===== src/sv/periodic_cell_neighbor_enumerator_unit_defines.svh =====
// Assertion macros for the periodic cell neighbor enumerator.
// Included by the top level; depends on nothing.
`ifndef PERIODIC_CELL_NEIGHBOR_ENUMERATOR_UNIT_DEFINES_SVH
`define PERIODIC_CELL_NEIGHBOR_ENUMERATOR_UNIT_DEFINES_SVH

// same-cycle implication
`define PCNE_ASSERT_NOW(label, clk, rst, pre, post) \
   label: assert property (@(posedge clk) disable iff (rst) (pre) |-> (post)) \
      else $error("pcne assertion failed");

// next-cycle implication
`define PCNE_ASSERT_NEXT(label, clk, rst, pre, post) \
   label: assert property (@(posedge clk) disable iff (rst) (pre) |=> (post)) \
      else $error("pcne assertion failed");

`endif


===== src/sv/pcne_pkg.sv =====
// Shared types and constants for the periodic cell neighbor enumerator.
// No dependencies.
package pcne_pkg;

   localparam int          CPS_W           = 7;
   localparam int          OUT_COORD_W     = 6;
   localparam int          FLAT_W          = 18;
   localparam int          SCALE_FRAC_BITS = 16;
   localparam int          CPS_RESET_VAL   = 8;
   localparam logic [31:0] SCALE_RESET     = 32'd65536;

   // register indexes
   localparam logic REG_CELLS_PER_SIDE = 1'b0;
   localparam logic REG_CELL_SCALE     = 1'b1;

   // neighbor step codes
   localparam logic [1:0] STEP_MINUS = 2'd0;
   localparam logic [1:0] STEP_ZERO  = 2'd1;
   localparam logic [1:0] STEP_PLUS  = 2'd2;

   typedef struct packed {
      logic en1;
      logic en2;
      logic en3;
   } lane_ctrl_type;

endpackage


===== src/sv/pcne_axis_lane.sv =====
// One axis lane: cell coordinate, wrapped -1/0/+1 neighbors, and index terms.
// Depends on pcne_pkg.
module pcne_axis_lane #(
   parameter int CW    = 6,
   parameter int GW    = 7,
   parameter int MW    = 14,
   parameter int TW    = 20,
   parameter int SHIFT = 32
) (
   input  logic                   clock,
   input  pcne_pkg::lane_ctrl_type ctrl,
   input  logic [31:0]            pos,
   input  logic [31:0]            scale,
   input  logic [GW-1:0]          side,
   input  logic [MW-1:0]          mult,
   output logic [CW-1:0]          coord [3],
   output logic [TW-1:0]          term [3]
);

   localparam int SW = GW + 1;

   logic [63:0]   prod_ff, prod_in;
   logic [CW-1:0] nb_ff [3];
   logic [CW-1:0] nb_in [3];
   logic [CW-1:0] coord_ff [3];
   logic [TW-1:0] term_ff [3];
   logic [TW-1:0] term_in [3];

   logic [63:0]   idx;
   logic [CW-1:0] top_cell;
   logic [CW-1:0] home;
   logic [SW-1:0] cell_up;

   assign prod_in = 64'(pos) * 64'(scale);

   always_comb begin
      idx      = prod_ff >> SHIFT;
      top_cell = CW'(side - GW'(1));
      home     = (idx > 64'(top_cell)) ? top_cell : CW'(idx);
      cell_up  = SW'(home) + SW'(1);
      nb_in[pcne_pkg::STEP_MINUS] = (home == '0) ? top_cell : CW'(home - CW'(1));
      nb_in[pcne_pkg::STEP_ZERO]  = home;
      nb_in[pcne_pkg::STEP_PLUS]  = (cell_up >= SW'(side)) ? '0 : CW'(cell_up);
   end

   always_comb begin
      for (int i = 0; i < 3; i++) begin
         term_in[i] = TW'(TW'(nb_ff[i]) * TW'(mult));
      end
   end

   always_ff @(posedge clock) begin
      if (ctrl.en1) begin
         prod_ff <= prod_in;
      end
      if (ctrl.en2) begin
         nb_ff <= nb_in;
      end
      if (ctrl.en3) begin
         coord_ff <= nb_ff;
         term_ff  <= term_in;
      end
   end

   assign coord = coord_ff;
   assign term  = term_ff;

endmodule


===== config.mk =====
export PLATFORM = sky130hd
export DESIGN_NAME = pcne_axis_lane
export DESIGN_NICKNAME = d
export VERILOG_FILES = /design/src/sv/periodic_cell_neighbor_enumerator_unit_defines.svh /design/src/sv/pcne_pkg.sv /design/src/sv/pcne_axis_lane.sv
export SDC_FILE = /design/constraint.sdc
export NUM_CORES = 2
export LEC_CHECK = 0
export BUFFER_PORTS_ARGS = -buffer_cell sky130_fd_sc_hd__clkbuf_2
export CORE_ASPECT_RATIO = 0.75
export CORE_MARGIN = 2
export CORE_UTILIZATION = 40
export DETAILED_ROUTE_END_ITERATION = 12
export PLACE_DENSITY = 0.59
export SLEW_MARGIN = 30
export SYNTH_ARGS = -nofsm -noshare
export SYNTH_HDL_FRONTEND = slang
export SYNTH_SLANG_ARGS = --single-unit

===== constraint.sdc =====
create_clock -name clock -period 19.63 [get_ports clock]
set_input_delay 0.9815 -clock clock [delete_from_list [all_inputs] [get_ports clock]]
set_output_delay 0.9815 -clock clock [all_outputs]
set_load 0.02 [all_outputs]

==> metrics <==
status=complete, no violations; Post-Syn Area per Cell=9.43 um2; I/O Buffers=166; Via Count=31.6k; gpl congestion=0.926; synth cell count leaders=inv_1, fa_1, and2_1, nand2_1, ha_1; Tightest Hold Check Type=reg -> reg; Max Clock Skew=13.4 ps; Worst path depth=24; Crit. End Element=flip-flop; most frequent cell after synthesis=inv_1; final setup fails=0; top cell type's share of synthesized area=0.470; Post-Synthesis Net Count=6197; YS warnings=0; Highest Signal Layer=met4; IO Pins=167; final WL=127000 um; Fin. Hold Viols=0; Hold Path Depth=1; Worst Path Buf+Inv=5; via density per instance=5.15; Slew @ Worst Pin=1130 ps; r2r worst-path depth=16; clk slew on worst S/H paths=60 ps; DRT met1 WL=59700 um; CTS tree=built; Post-CTS Setup Bufs=0; Synth area leaders=fa_1, ha_1, and2_1; clk buf depth=2; EDFF count, synth=128; GRT Overall Usage=0.230; WL per Instance=20.7 um; area grow syn2layout=5.70%; initial antenna violation count=5; Slew Viols, Final=0; Slowest-stage cell, CP=fa_1; cell count after synthesis=4705; Netlist cell types=70; met2 wire len=52600 um; Post-synth ARST share=0; DR pass1 iterations=5; CTS Root Cell=clkbuf_16; sequential share of the synthesized area=0.0866; std cell rows=105; CTS buffer count=17; Post-Route Setup TNS=0 ps; mapped cell area=44400 um2; Congestion Overflow GR=0; Setup CP Type=in -> reg; Most used DFF post-synth=edfxtp_1; worst path required time=19840 ps; min Tclk post-route=9120 ps; Final period util=0.465; post-synth top area cell=fa_1; antenna viol nets, final=0; starting density of the core=0.404; first-pass GRT wire length=199000 um; final net count=6169; unrepaired setup endpoints after global routing=no; CTS sink cnt=128; fillcell total=10.7k; Max Cap Viol=0; Arr. time, crit path=9330 ps; Final HPWL DP=94600 um; wire length on met3=13300 um; max incr delay on CP=610 ps; die height=292 um; CP top delay family=adder cells; Clock Latency Late Sink=450 ps; Core Box Area=110000 um2; CP startpoint kind=input port; DRC Markers=0; share of cells above drive strength 1=0.0554; die area=114000 um2; CP max FO=32; FMAX=110 MHz; die width=389 um; vias in the first global route=32.9k; Hold Buf Count CTS=0; CP Cell Sequence=clkbuf_2 -> and2_1 -> fa_1 -> inv_1 -> fa_1 -> inv_1 -> fa_1 -> fa_1 -> fa_1 -> fa_1 -> fa_1 -> inv_1 -> fa_1 -> inv_1 -> ha_1 -> nand3_1 -> nor2_1 -> nand4_1 -> nor3b_2 -> o31ai_2 -> o21ai_2 -> a21oi_2 -> o21a_1 -> o311ai_0; number of synthesized register bits=128; CTS HTree Levels=4; relative slew slack=0.245; most used cell, CP=fa_1; initial drt markers=2640; PostCTS Resize Cnt=0; largest net degree at the start of global routing=69
[per-layer routing]
layer,vias to the layer above,track usage
li1,13900,-
met1,16300,0.357
met2,1374,0.328
met3,99,0.0566
met4,0,0.0346
met5,-,0
[worst reg2reg max path, cell delays in order (launching register included)]
cell      delay [ps]
edfxtp_1         680
and2_1           300
fa_1             540
inv_1             60
fa_1             500
fa_1             510
inv_1             50
ha_1             310
a21oi_1          240
o21bai_1         140
a21oi_1          200
o21ai_0          200
a41oi_1          380
a21oi_1          220
a211o_1          290
a21oi_1          200
xnor2_1           90
[area by class of cell]
class,instances,area [um2],share of cell area
multi-input combinational,3290,35700,0.761
inverter,1046,3930,0.0837
sequential,128,3840,0.0820
tap,1444,1810,0.0385
timing repair buffer,194,1050,0.0223
clock buffer,17,425,0.00907
clock inverter,15,149,0.00317
antenna,4,10.0,0.000213
[through the flow]
| step | cells | hold WS, ps | instance area (um2) | util | setup slack [ps] |
|---|---|---|---|---|---|
| finish | 6138 | 704 | 46900 | 0.428 | 10510 |
| global route | 6135 | 730 | 46900 | 0.427 | 10170 |
| CTS | 6134 | 698 | 46900 | 0.427 | 10530 |
| detailed placement | 6102 | 684 | 46300 | 0.422 | 10050 |
| global placement | 6102 | 679 | 46300 | 0.422 | 9720 |
| floorplan | 4705 | 482 | 44400 | - | 11950 |
[placed cells by master, fill, tap and decap left out, types with 9 or more instances in the layout]
cell,synthesis,routed
nand2b_1,9,9
o21ai_0,46,46
a21oi_1,90,90
ha_1,361,361
nand4_1,17,17
xor2_1,23,23
buf_4,1,29
clkbuf_16,0,17
nor3_1,18,18
nor2b_1,13,13
o21bai_1,16,16
a21o_1,25,25
xnor2_1,56,56
and3_1,10,10
clkbuf_2,1,157
nand2_1,664,664
edfxtp_1,128,128
fa_1,1042,1042
and2_1,675,675
nand3_1,32,32
nor4_1,11,11
nor2_1,54,54
inv_1,1046,1046
[final timing paths]
check	start	to	slack [ps]
setup / recovery	pos[15]	prod_ff[58]	10510
hold / removal	nb_ff[14]	coord[14]	700
setup reg to reg	nb_ff[6]	term[39]	14480
hold reg to reg	nb_ff[14]	coord[14]	700
[logic make-up (layout without fill, tap and decap cells)]
family / Yosys count / after routing / synth area share
simple gates: 1528 / 1528 / 0.174
buf+inv: 1287 / 1272 / 0.109
xor+xnor: 79 / 79 / 0.0156
mux: 6 / 6 / 0.00141
other cells: 0 / 4 / 0
compound gates: 274 / 274 / 0.0412
flops: 128 / 128 / 0.0866
fa+ha+maj: 1403 / 1403 / 0.572
[sequential cells by signal (all words and copies together) (netlist names)]
signal   cells
nb_ff       18
prod_ff     32
coord       18
term        60
Power is left out: the tool's default activity adds up to more than one toggle a clock period on the data nets, which glitch-free logic cannot reach.
