[config.mk]
export PLATFORM = sky130hd
export DESIGN_NAME = pcne_merge
export DESIGN_NICKNAME = d
export VERILOG_FILES = /design/src/sv/periodic_cell_neighbor_enumerator_unit_defines.svh /design/src/sv/pcne_pkg.sv /design/src/sv/pcne_merge.sv
export SDC_FILE = /design/constraint.sdc
export NUM_CORES = 1
export LEC_CHECK = 0
export BUFFER_PORTS_ARGS = -buffer_cell sky130_fd_sc_hd__buf_2
export CAP_MARGIN = 15
export CORE_AREA = 2 2 150 167
export DETAILED_ROUTE_END_ITERATION = 10
export DIE_AREA = 0 0 152 169
export GPL_TIMING_DRIVEN = 0
export PLACE_DENSITY = 0.69
export SYNTH_ARGS = -nofsm -noshare
export SYNTH_HDL_FRONTEND = slang
export SYNTH_SLANG_ARGS = --single-unit
[constraint.sdc]
create_clock -name clock -period 16.2 [get_ports clock]
set_input_delay 1.62 -clock clock [delete_from_list [all_inputs] [get_ports clock]]
set_output_delay 1.62 -clock clock [all_outputs]
set_load 0.005 [all_outputs]
[src/sv/periodic_cell_neighbor_enumerator_unit_defines.svh]
// Assertion macros for the periodic cell neighbor enumerator.
// Included by the top level; depends on nothing.
`ifndef PERIODIC_CELL_NEIGHBOR_ENUMERATOR_UNIT_DEFINES_SVH
`define PERIODIC_CELL_NEIGHBOR_ENUMERATOR_UNIT_DEFINES_SVH

// same-cycle implication
`define PCNE_ASSERT_NOW(label, clk, rst, pre, post) \
   label: assert property (@(posedge clk) disable iff (rst) (pre) |-> (post)) \
      else $error("pcne assertion failed");

// next-cycle implication
`define PCNE_ASSERT_NEXT(label, clk, rst, pre, post) \
   label: assert property (@(posedge clk) disable iff (rst) (pre) |=> (post)) \
      else $error("pcne assertion failed");

`endif

[src/sv/pcne_pkg.sv]
// Shared types and constants for the periodic cell neighbor enumerator.
// No dependencies.
package pcne_pkg;

   localparam int          CPS_W           = 7;
   localparam int          OUT_COORD_W     = 6;
   localparam int          FLAT_W          = 18;
   localparam int          SCALE_FRAC_BITS = 16;
   localparam int          CPS_RESET_VAL   = 8;
   localparam logic [31:0] SCALE_RESET     = 32'd65536;

   // register indexes
   localparam logic REG_CELLS_PER_SIDE = 1'b0;
   localparam logic REG_CELL_SCALE     = 1'b1;

   // neighbor step codes
   localparam logic [1:0] STEP_MINUS = 2'd0;
   localparam logic [1:0] STEP_ZERO  = 2'd1;
   localparam logic [1:0] STEP_PLUS  = 2'd2;

   typedef struct packed {
      logic en1;
      logic en2;
      logic en3;
   } lane_ctrl_type;

endpackage

[src/sv/pcne_merge.sv]
// Merge stage: steps through the 27 lane combinations and registers each result item.
// Depends on pcne_pkg.
module pcne_merge #(
   parameter int CW = 6,
   parameter int TW = 20
) (
   input  logic                                clock,
   input  logic                                reset,
   input  logic                                in_valid,
   output logic                                in_ready,
   input  logic [CW-1:0]                       in_x [3],
   input  logic [CW-1:0]                       in_y [3],
   input  logic [CW-1:0]                       in_z [3],
   input  logic [TW-1:0]                       in_tx [3],
   input  logic [TW-1:0]                       in_ty [3],
   input  logic [TW-1:0]                       in_tz [3],
   output logic                                rsp_valid,
   input  logic                                rsp_ready,
   output logic [pcne_pkg::OUT_COORD_W-1:0]    rsp_cell_x,
   output logic [pcne_pkg::OUT_COORD_W-1:0]    rsp_cell_y,
   output logic [pcne_pkg::OUT_COORD_W-1:0]    rsp_cell_z,
   output logic [pcne_pkg::FLAT_W-1:0]         rsp_flat_cell,
   output logic                                rsp_last
);

   logic          hold_valid_ff, hold_valid_in;
   logic [1:0]    a_ff, a_in, b_ff, b_in, c_ff, c_in;
   logic [CW-1:0] x_ff [3];
   logic [CW-1:0] y_ff [3];
   logic [CW-1:0] z_ff [3];
   logic [TW-1:0] tx_ff [3];
   logic [TW-1:0] ty_ff [3];
   logic [TW-1:0] tz_ff [3];

   logic                              out_valid_ff, out_valid_in;
   logic [pcne_pkg::OUT_COORD_W-1:0]  out_x_ff, out_y_ff, out_z_ff;
   logic [pcne_pkg::FLAT_W-1:0]       out_flat_ff;
   logic                              out_last_ff;

   logic          out_load;
   logic          last_step;
   logic          hold_take;
   logic          hold_load;
   logic [TW+1:0] flat_sum;

   always_comb begin
      last_step = (a_ff == pcne_pkg::STEP_PLUS) && (b_ff == pcne_pkg::STEP_PLUS)
                  && (c_ff == pcne_pkg::STEP_PLUS);
      out_load  = hold_valid_ff && (!out_valid_ff || rsp_ready);
      hold_take = !hold_valid_ff || (out_load && last_step);
      hold_load = in_valid && hold_take;
      flat_sum  = (TW+2)'(tx_ff[a_ff]) + (TW+2)'(ty_ff[b_ff]) + (TW+2)'(tz_ff[c_ff]);

      a_in = a_ff;
      b_in = b_ff;
      c_in = c_ff;
      if (hold_load) begin
         a_in = pcne_pkg::STEP_MINUS;
         b_in = pcne_pkg::STEP_MINUS;
         c_in = pcne_pkg::STEP_MINUS;
      end else if (out_load) begin
         if (c_ff == pcne_pkg::STEP_PLUS) begin
            c_in = pcne_pkg::STEP_MINUS;
            if (b_ff == pcne_pkg::STEP_PLUS) begin
               b_in = pcne_pkg::STEP_MINUS;
               a_in = last_step ? pcne_pkg::STEP_MINUS : a_ff + 2'd1;
            end else begin
               b_in = b_ff + 2'd1;
            end
         end else begin
            c_in = c_ff + 2'd1;
         end
      end

      if (hold_load) begin
         hold_valid_in = 1'b1;
      end else if (out_load && last_step) begin
         hold_valid_in = 1'b0;
      end else begin
         hold_valid_in = hold_valid_ff;
      end

      if (out_load) begin
         out_valid_in = 1'b1;
      end else if (rsp_ready) begin
         out_valid_in = 1'b0;
      end else begin
         out_valid_in = out_valid_ff;
      end
   end

   always_ff @(posedge clock) begin
      if (reset) begin
         hold_valid_ff <= 1'b0;
         out_valid_ff  <= 1'b0;
         a_ff          <= pcne_pkg::STEP_MINUS;
         b_ff          <= pcne_pkg::STEP_MINUS;
         c_ff          <= pcne_pkg::STEP_MINUS;
      end else begin
         hold_valid_ff <= hold_valid_in;
         out_valid_ff  <= out_valid_in;
         a_ff          <= a_in;
         b_ff          <= b_in;
         c_ff          <= c_in;
      end
   end

   always_ff @(posedge clock) begin
      if (hold_load) begin
         x_ff  <= in_x;
         y_ff  <= in_y;
         z_ff  <= in_z;
         tx_ff <= in_tx;
         ty_ff <= in_ty;
         tz_ff <= in_tz;
      end
      if (out_load) begin
         out_x_ff    <= pcne_pkg::OUT_COORD_W'(x_ff[a_ff]);
         out_y_ff    <= pcne_pkg::OUT_COORD_W'(y_ff[b_ff]);
         out_z_ff    <= pcne_pkg::OUT_COORD_W'(z_ff[c_ff]);
         out_flat_ff <= pcne_pkg::FLAT_W'(flat_sum);
         out_last_ff <= last_step;
      end
   end

   assign in_ready      = hold_take;
   assign rsp_valid     = out_valid_ff;
   assign rsp_cell_x    = out_x_ff;
   assign rsp_cell_y    = out_y_ff;
   assign rsp_cell_z    = out_z_ff;
   assign rsp_flat_cell = out_flat_ff;
   assign rsp_last      = out_last_ff;

endmodule

==> summary.txt, run 1 <==
Timing
  – Slew Limit Fails: 0
  – WHS: 525.0 ps
  – Normalized max-slew margin: 0.5711
  – Final period demand of the worst path: 4239 ps
  – RSZ-0062 raised after global routing: false
  – Worst Skew: 10.37 ps
  – Max frequency: 235.9 MHz
  – Final period util: 0.2617
  – Hold Vio Cnt, Final: 0
  – # setup viols final: 0
  – Final TNS setup: 0 ps
  – Worst Max-Slew Pin Slew: 643.3 ps
  – Setup slack after layout: 11960 ps

Clocking
  – Clock root buffer: clkbuf_16
  – Clk slew on worst S/H paths: 60 ps
  – CTS tree: done
  – Clock sink total: 261
  – CTS Hold Bufs: 0
  – Clock buffer count from CTS: 28
  – Post-CTS setup buffers: 0
  – Clock Path Buffers: 3
  – Worst-Skew Late Latency: 530 ps
  – Resize count post-CTS: 0
  – H-Tree Depth: 1

Synth
  – Largest cells by area after synthesis: edfxtp_1 72%, mux2i_1 7.0%, fa_1 3.4%, o21ai_0 3.3%, nand2_1 2.6%
  – Post-synth EDFFs: 253
  – Mean post-synth cell area: 15.99 sq um
  – Syn nets: 937
  – Yosys top cell by area: edfxtp_1
  – Mapped Area: 10620 sq um
  – #FFs+latches synth: 261
  – Synthesis warning total: 0
  – Main synth FF type: edfxtp_1
  – Fraction of registers with async set/reset: 0
  – Synth unique cells: 39
  – Dominant cell by count in the synthesized netlist: edfxtp_1
  – Cells after synthesis: 664
  – Synth top cells by count: 253 x edfxtp_1, 74 x mux2i_1, 73 x nand2_1, 69 x o21ai_0, 29 x a21oi_1
  – Register area share after synthesis: 0.7305
  – Area share of the largest cell type after synthesis: 0.7154

Global routing
  – First-pass GRT wire length: 35540 um
  – Total track usage: 0.1809
  – Vias in the first global route: 6531
  – Antenna violations before repair: 6
  – Largest net degree at the start of global routing: 68
  – GRT met1 Usage: 0.2156
  – Met2 Use GR: 0.3208
  – GRT busiest layer: met2
  – M3 GR Usage: 0.04941
  – Total gr overflow: 0

Layout
  – Finished Layout Cells: 1288
  – Fill count: 2022
  – Share of cells above drive strength 1: 0.3309
  – Layout Nets: 1229
  – Area Overhead vs Synth: 24.73%

Detailed routing
  – Antenna-violating nets left: 0
  – Via/cell ratio: 4.956
  – Detailed router's first-iteration violation count: 373
  – Drt pass-1 iters: 4
  – DRC errors left: 0
  – Total wire length: 23710 um
  – Vias: 6383
  – WL/cell: 18.41 um

Floorplan
  – Initial Utilization: 0.4407
  – Die H: 169 um
  – Number of placed I/O pins: 277
  – Die width: 152 um
  – Total Die Area: 25690 sq um
  – # rows: 60
  – Core ar.: 24100 sq um

Placement
  – Final GP Congestion: 0.8027
  – Pre-CTS WS: 11930 ps
  – IO Port Bufs: 258
  – Placed Cells: 1236
  – DP Wirelength: 17480 um

Setup path
  – Max stage delay on crit path: 310 ps
  – Crit-path slowest cell: nor3b_4
  – Crit path buf inv count: 2
  – Setup CP Type: in -> out
  – CP Cell Sequence: buf_2 > nand2b_1 > nand3_4 > nor3b_4 > a21o_4 > buf_2
  – Crit. End Element: output pin
  – Cell mode on critical path: buf_2
  – Top delay family on crit path: simple AND/OR/NAND/NOR gates
  – Crit path max fanout: 5
  – R2R setup slack: 11960 ps
  – Startpoint Class: input port
  – CP required: 14580 ps
  – CP arrival: 2620 ps

Power
  – Pleak: 0.004905 uW
  – VDD IR-drop max: 0.09583 mV
  – Final Total Pwr: 1582 uW
  – Pwr dens: 119.5 nW/um^2

Worst hold path
  – Hold crit path type: reg -> reg

Run
  – Max cap viols: 0

Run status
  – Status: completed
-- through the flow --
step | util | cell area, sq um
final | 0.5496 | 13250
after global routing | 0.5494 | 13240
after CTS | 0.5491 | 13230
after detailed placement | 0.5147 | 12400
after global placement | 0.5103 | 12300
after floorplan | - | 10620
-- final timing paths --
| path | startpoint | end | depth (start not counted) |
|---|---|---|---|
| setup / recovery | rsp_ready | in_ready | 6 |
| hold / removal | y_ff[7] | rsp_cell_y[1] | 2 |
| setup reg to reg | b_ff[0] | rsp_flat_cell[15] | 14 |
| hold reg to reg | y_ff[7] | rsp_cell_y[1] | 2 |
-- power by group --
group / total (uW) / internal [uW] / switching, uW
clock: 578 / 339 / 239
sequential: 811 / 800 / 10.4
combinational: 194 / 86.2 / 108
total: 1580 / 1230 / 357
-- registers in the layout, summed over array words and instances, names as in the netlist --
register	count
ty_ff	54
hold_valid_ff	1
x_ff	18
tz_ff	54
rsp_cell_x	6
rsp_valid	1
rsp_flat_cell	18
rsp_cell_y	6
rsp_last	1
a_ff	2
tx_ff	54
y_ff	18
b_ff	2
rsp_cell_z	6
z_ff	18
c_ff	2
-- routing by layer --
| layer | routed length [um] | vias to the layer above |
|---|---|---|
| met1 | 9260 | 3041 |
| met5 | 7 | - |
| met4 | 534 | 2 |
| li1 | - | 3082 |
| met2 | 12170 | 218 |
| met3 | 1746 | 40 |
-- area by class of cell --
| cell class | count | area [sq um] | share of cell area |
|---|---|---|---|
| sequential | 261 | 7757 | 0.5857 |
| tap | 310 | 387.9 | 0.02928 |
| buffer | 28 | 135.1 | 0.01020 |
| antenna | 5 | 12.51 | 0.0009446 |
| timing repair buffer | 262 | 1394 | 0.1052 |
| inverter | 12 | 45.04 | 0.003401 |
| multi-input combinational | 363 | 2684 | 0.2026 |
| clock buffer | 36 | 752.0 | 0.05677 |
| clock inverter | 11 | 77.57 | 0.005857 |
-- layout by cell type (no fill, tap or decap), drive strengths merged, types with 2 or more instances in the layout --
cell | synthesis | routed
diode | 0 | 5
nand2 | 73 | 73
a211oi | 3 | 3
a41oi | 2 | 2
nor2b | 5 | 5
inv | 12 | 12
clkinv | 0 | 9
a31oi | 2 | 2
o211ai | 3 | 3
xor2 | 4 | 4
nor3b | 2 | 2
a21o | 11 | 11
nand4 | 2 | 2
edfxtp | 253 | 253
o21a | 4 | 4
ha | 17 | 17
buf | 13 | 275
a21oi | 30 | 30
nor3 | 2 | 2
fa | 18 | 18
o21ai | 69 | 69
clkbuf | 15 | 51
mux2i | 74 | 74
xnor2 | 12 | 12
dfxtp | 8 | 8
nor2 | 23 | 23
-- tightest hold or removal path: stages (launching register included) --
cell and delay, ps:
edfxtp_1 320, nand2_1 40, o21ai_0 60
-- cell families after synthesis --
| group | Yosys count | share of synthesized area |
|---|---|---|
| buffers and inverters | 40 | 0.01697 |
| multiplexers | 74 | 0.06975 |
| flip-flops | 261 | 0.7305 |
| AO/OA/AOI/OAI | 127 | 0.06964 |
| XOR/XNOR | 16 | 0.01320 |
| adder cells (fa/ha/maj) | 35 | 0.05396 |
| AND/OR/NAND/NOR | 111 | 0.04595 |
Note: power is estimated with default switching activity, not from simulation.
==> run 2, diff against run 1 <==
--- a/config.mk
+++ b/config.mk
@@ -11,7 +11,7 @@
 export DETAILED_ROUTE_END_ITERATION = 10
 export DIE_AREA = 0 0 152 169
 export GPL_TIMING_DRIVEN = 0
-export PLACE_DENSITY = 0.69
+export PLACE_DENSITY = 0.71
 export SYNTH_ARGS = -nofsm -noshare
 export SYNTH_HDL_FRONTEND = slang
 export SYNTH_SLANG_ARGS = --single-unit
==> constraint.sdc (replaced) <==
create_clock -name clock -period 3.7 [get_ports clock]
set_input_delay 0.37 -clock clock [delete_from_list [all_inputs] [get_ports clock]]
set_output_delay 0.37 -clock clock [all_outputs]
set_load 0.005 [all_outputs]
==> run 2 against run 1 <==
Against the previous run:
- critical path type is now reg -> reg
- combinational power increased to 5.5 times the previous value
- clock skew increased by 9.1 ps
- setup slack got worse by 12000 ps
- non-clock buffer count increased by 190
- sequential cell count unchanged
- hold slack got worse by 500 ps
- clock power increased to 4.7 times the previous value
==> summary.txt, run 2 (synthesis gave the netlist of run 1 again) <==
Worst hold path
  – Hold crit path type: in -> reg
  – Hold Path Sink: tz_ff[13]
  – WHS Path Cells: 1
  – Hold path start: in_tz[13]

Floorplan
  – Number of placed I/O pins: 277
  – Die H: 169 um
  – Total Die Area: 25690 sq um
  – Core ar.: 24100 sq um
  – Initial Utilization: 0.4407
  – # rows: 60
  – Die width: 152 um

Setup path
  – CP arrival: 3880 ps
  – Max stage delay on crit path: 510 ps
  – Crit-path slowest cell: fa_1
  – Crit. End Element: register
  – Crit path max fanout: 10
  – CP Cell Sequence: buf_4 > nor2b_1 > buf_4 > clkbuf_8 > a21oi_1 > fa_1 > inv_1 > ha_1 > fa_2 > a211oi_4 > nor2_4 > a31oi_4 > a31oi_1 > a211oi_2 > xnor2_1
  – Reg-to-Reg Start: a_ff[0]
  – Worst path depth: 15
  – CP required: 3970 ps
  – Reg-to-Reg End: rsp_flat_cell[17]
  – R2R setup slack: 90 ps
  – R2R cell count: 15
  – Setup CP Type: reg -> reg
  – Startpoint Class: register
  – Top delay family on crit path: adder cells
  – Cell mode on critical path: buf_4
  – Crit path buf inv count: 4

Layout
  – Layout Nets: 1419
  – Most frequent cells in the layout: 260 x buf_2, 253 x edfxtp_1, 186 x dlygate4sd3_1, 73 x mux2i_1, 72 x nand2_1
  – Commonest non-fill, non-tap cell in the layout: buf_2
  – Share of cells above drive strength 1: 0.3005
  – Area Overhead vs Synth: 44.34%
  – Largest regs: tx_ff: 54 flops, ty_ff: 54 flops, tz_ff: 54 flops

Timing
  – Hold Vio Cnt, Final: 0
  – Final period demand of the worst path: 3610 ps
  – Final period util: 0.9758
  – Slew Limit Fails: 0
  – Normalized max-slew margin: 0.3766
  – WHS: 21.12 ps
  – Worst Max-Slew Pin Slew: 935.2 ps
  – RSZ-0062 raised after global routing: true
  – Worst Skew: 19.47 ps
  – Max frequency: 277.0 MHz
  – # setup viols final: 0

Detailed routing
  – Vias: 7294
  – Detailed router's first-iteration violation count: 479
  – DRC errors left: 0
  – WL/cell: 19.39 um
  – Via/cell ratio: 4.932
  – Drt pass-1 iters: 5
  – Total wire length: 28680 um
  – Antenna-violating nets left: 0

Global routing
  – Total track usage: 0.2151
  – First-pass GRT wire length: 42590 um
  – Largest net degree at the start of global routing: 75
  – Antenna violations before repair: 0
  – Vias in the first global route: 7895
  – Total gr overflow: 0

Power
  – Pwr dens: 477.8 nW/um^2
  – Final Total Pwr: 7324 uW
  – Pleak: 0.005779 uW
  – VDD IR-drop max: 0.3915 mV

Run
  – Max cap viols: 0

Clocking
  – Clk slew on worst S/H paths: 60 ps
  – Clock buffer count from CTS: 28
  – Clock Path Buffers: 3
  – CTS tree: done
  – Clock sink total: 261
  – H-Tree Depth: 1
  – Clock root buffer: clkbuf_16
  – Worst-Skew Late Latency: 540 ps

Placement
  – DP Wirelength: 17380 um
  – Final GP Congestion: 0.8145
  – IO Port Bufs: 258

Run status
  – Status: completed
==> run 2: cell types whose count changed in the layout (fill, tap and decap cells not counted), sizes merged <==
cell,before,now
dlygate4sd3,0,186
buf,275,280
diode,5,1
clkbuf,51,48
clkinv,9,12
clkinvlp,1,4
bufinv,1,2
==> run 2: layout make-up <==
type / count / area [sq um]
Tap cell: 310 / 387.9
Clock buffer: 34 / 744.5
Timing Repair Buffer: 452 / 3266
Multi-Input combinational cell: 363 / 2736
Antenna cell: 1 / 2.502
Clock inverter: 18 / 143.9
Sequential cell: 261 / 7760
Fill cell: 1701 / 8771
Inverter: 12 / 45.04
Buffer: 28 / 241.5
==> run 2: how the worst max path moves through the flow <==
stage	endpoint	start	slack [ps]
final	rsp_flat_cell[17]	a_ff[0]	90
after global routing	rsp_flat_cell[17]	a_ff[0]	-50
after CTS	rsp_flat_cell[17]	b_ff[1]	10
after detailed placement	rsp_flat_cell[17]	b_ff[0]	-760
after global placement	rsp_flat_cell[17]	b_ff[0]	-700
after floorplan	rsp_flat_cell[17]	a_ff[1]	180
==> run 2: through the flow <==
stage | cells | setup TNS [ps] | instance area (sq um) | utilization | worst slack (ps)
3_5_place_dp | 1235 | -4431 | 12380 | 0.5136 | -756.0
4_1_cts | 1473 | 0 | 15210 | 0.6310 | 10.24
3_3_place_gp | 1232 | -39150 | 12300 | 0.5104 | -704.1
6_report | 1479 | 0 | 15330 | 0.6360 | 89.67
2_1_floorplan | 664 | 0 | 10620 | - | 184.3
5_1_grt | 1478 | -90.84 | 15320 | 0.6359 | -54.11
==> run 2: per-layer routing <==
layer  vias up  GRT usage  wire length, um
met2       270     0.3923            15120
met4         0    0.08249             1015
met3        62    0.04736             1876
li1       3453          -                -
met5         -          0                0
met1      3509     0.2478            10670
==> run 2: timing repair <==
action,CTS,global route
setup endpoints to repair,12,5
buffers inserted,0,5
pin swaps,2,4
resized for setup,37,36
hold buffers,186,0
cloned,0,0
endpoints found under the hold margin,186,0
==> run 2: power by group <==
group,total [uW],switching (uW),internal [uW]
Clock,2700,1140,1570
Combinational,1060,542,522
Sequential,3560,51.8,3500
Total,7320,1730,5590
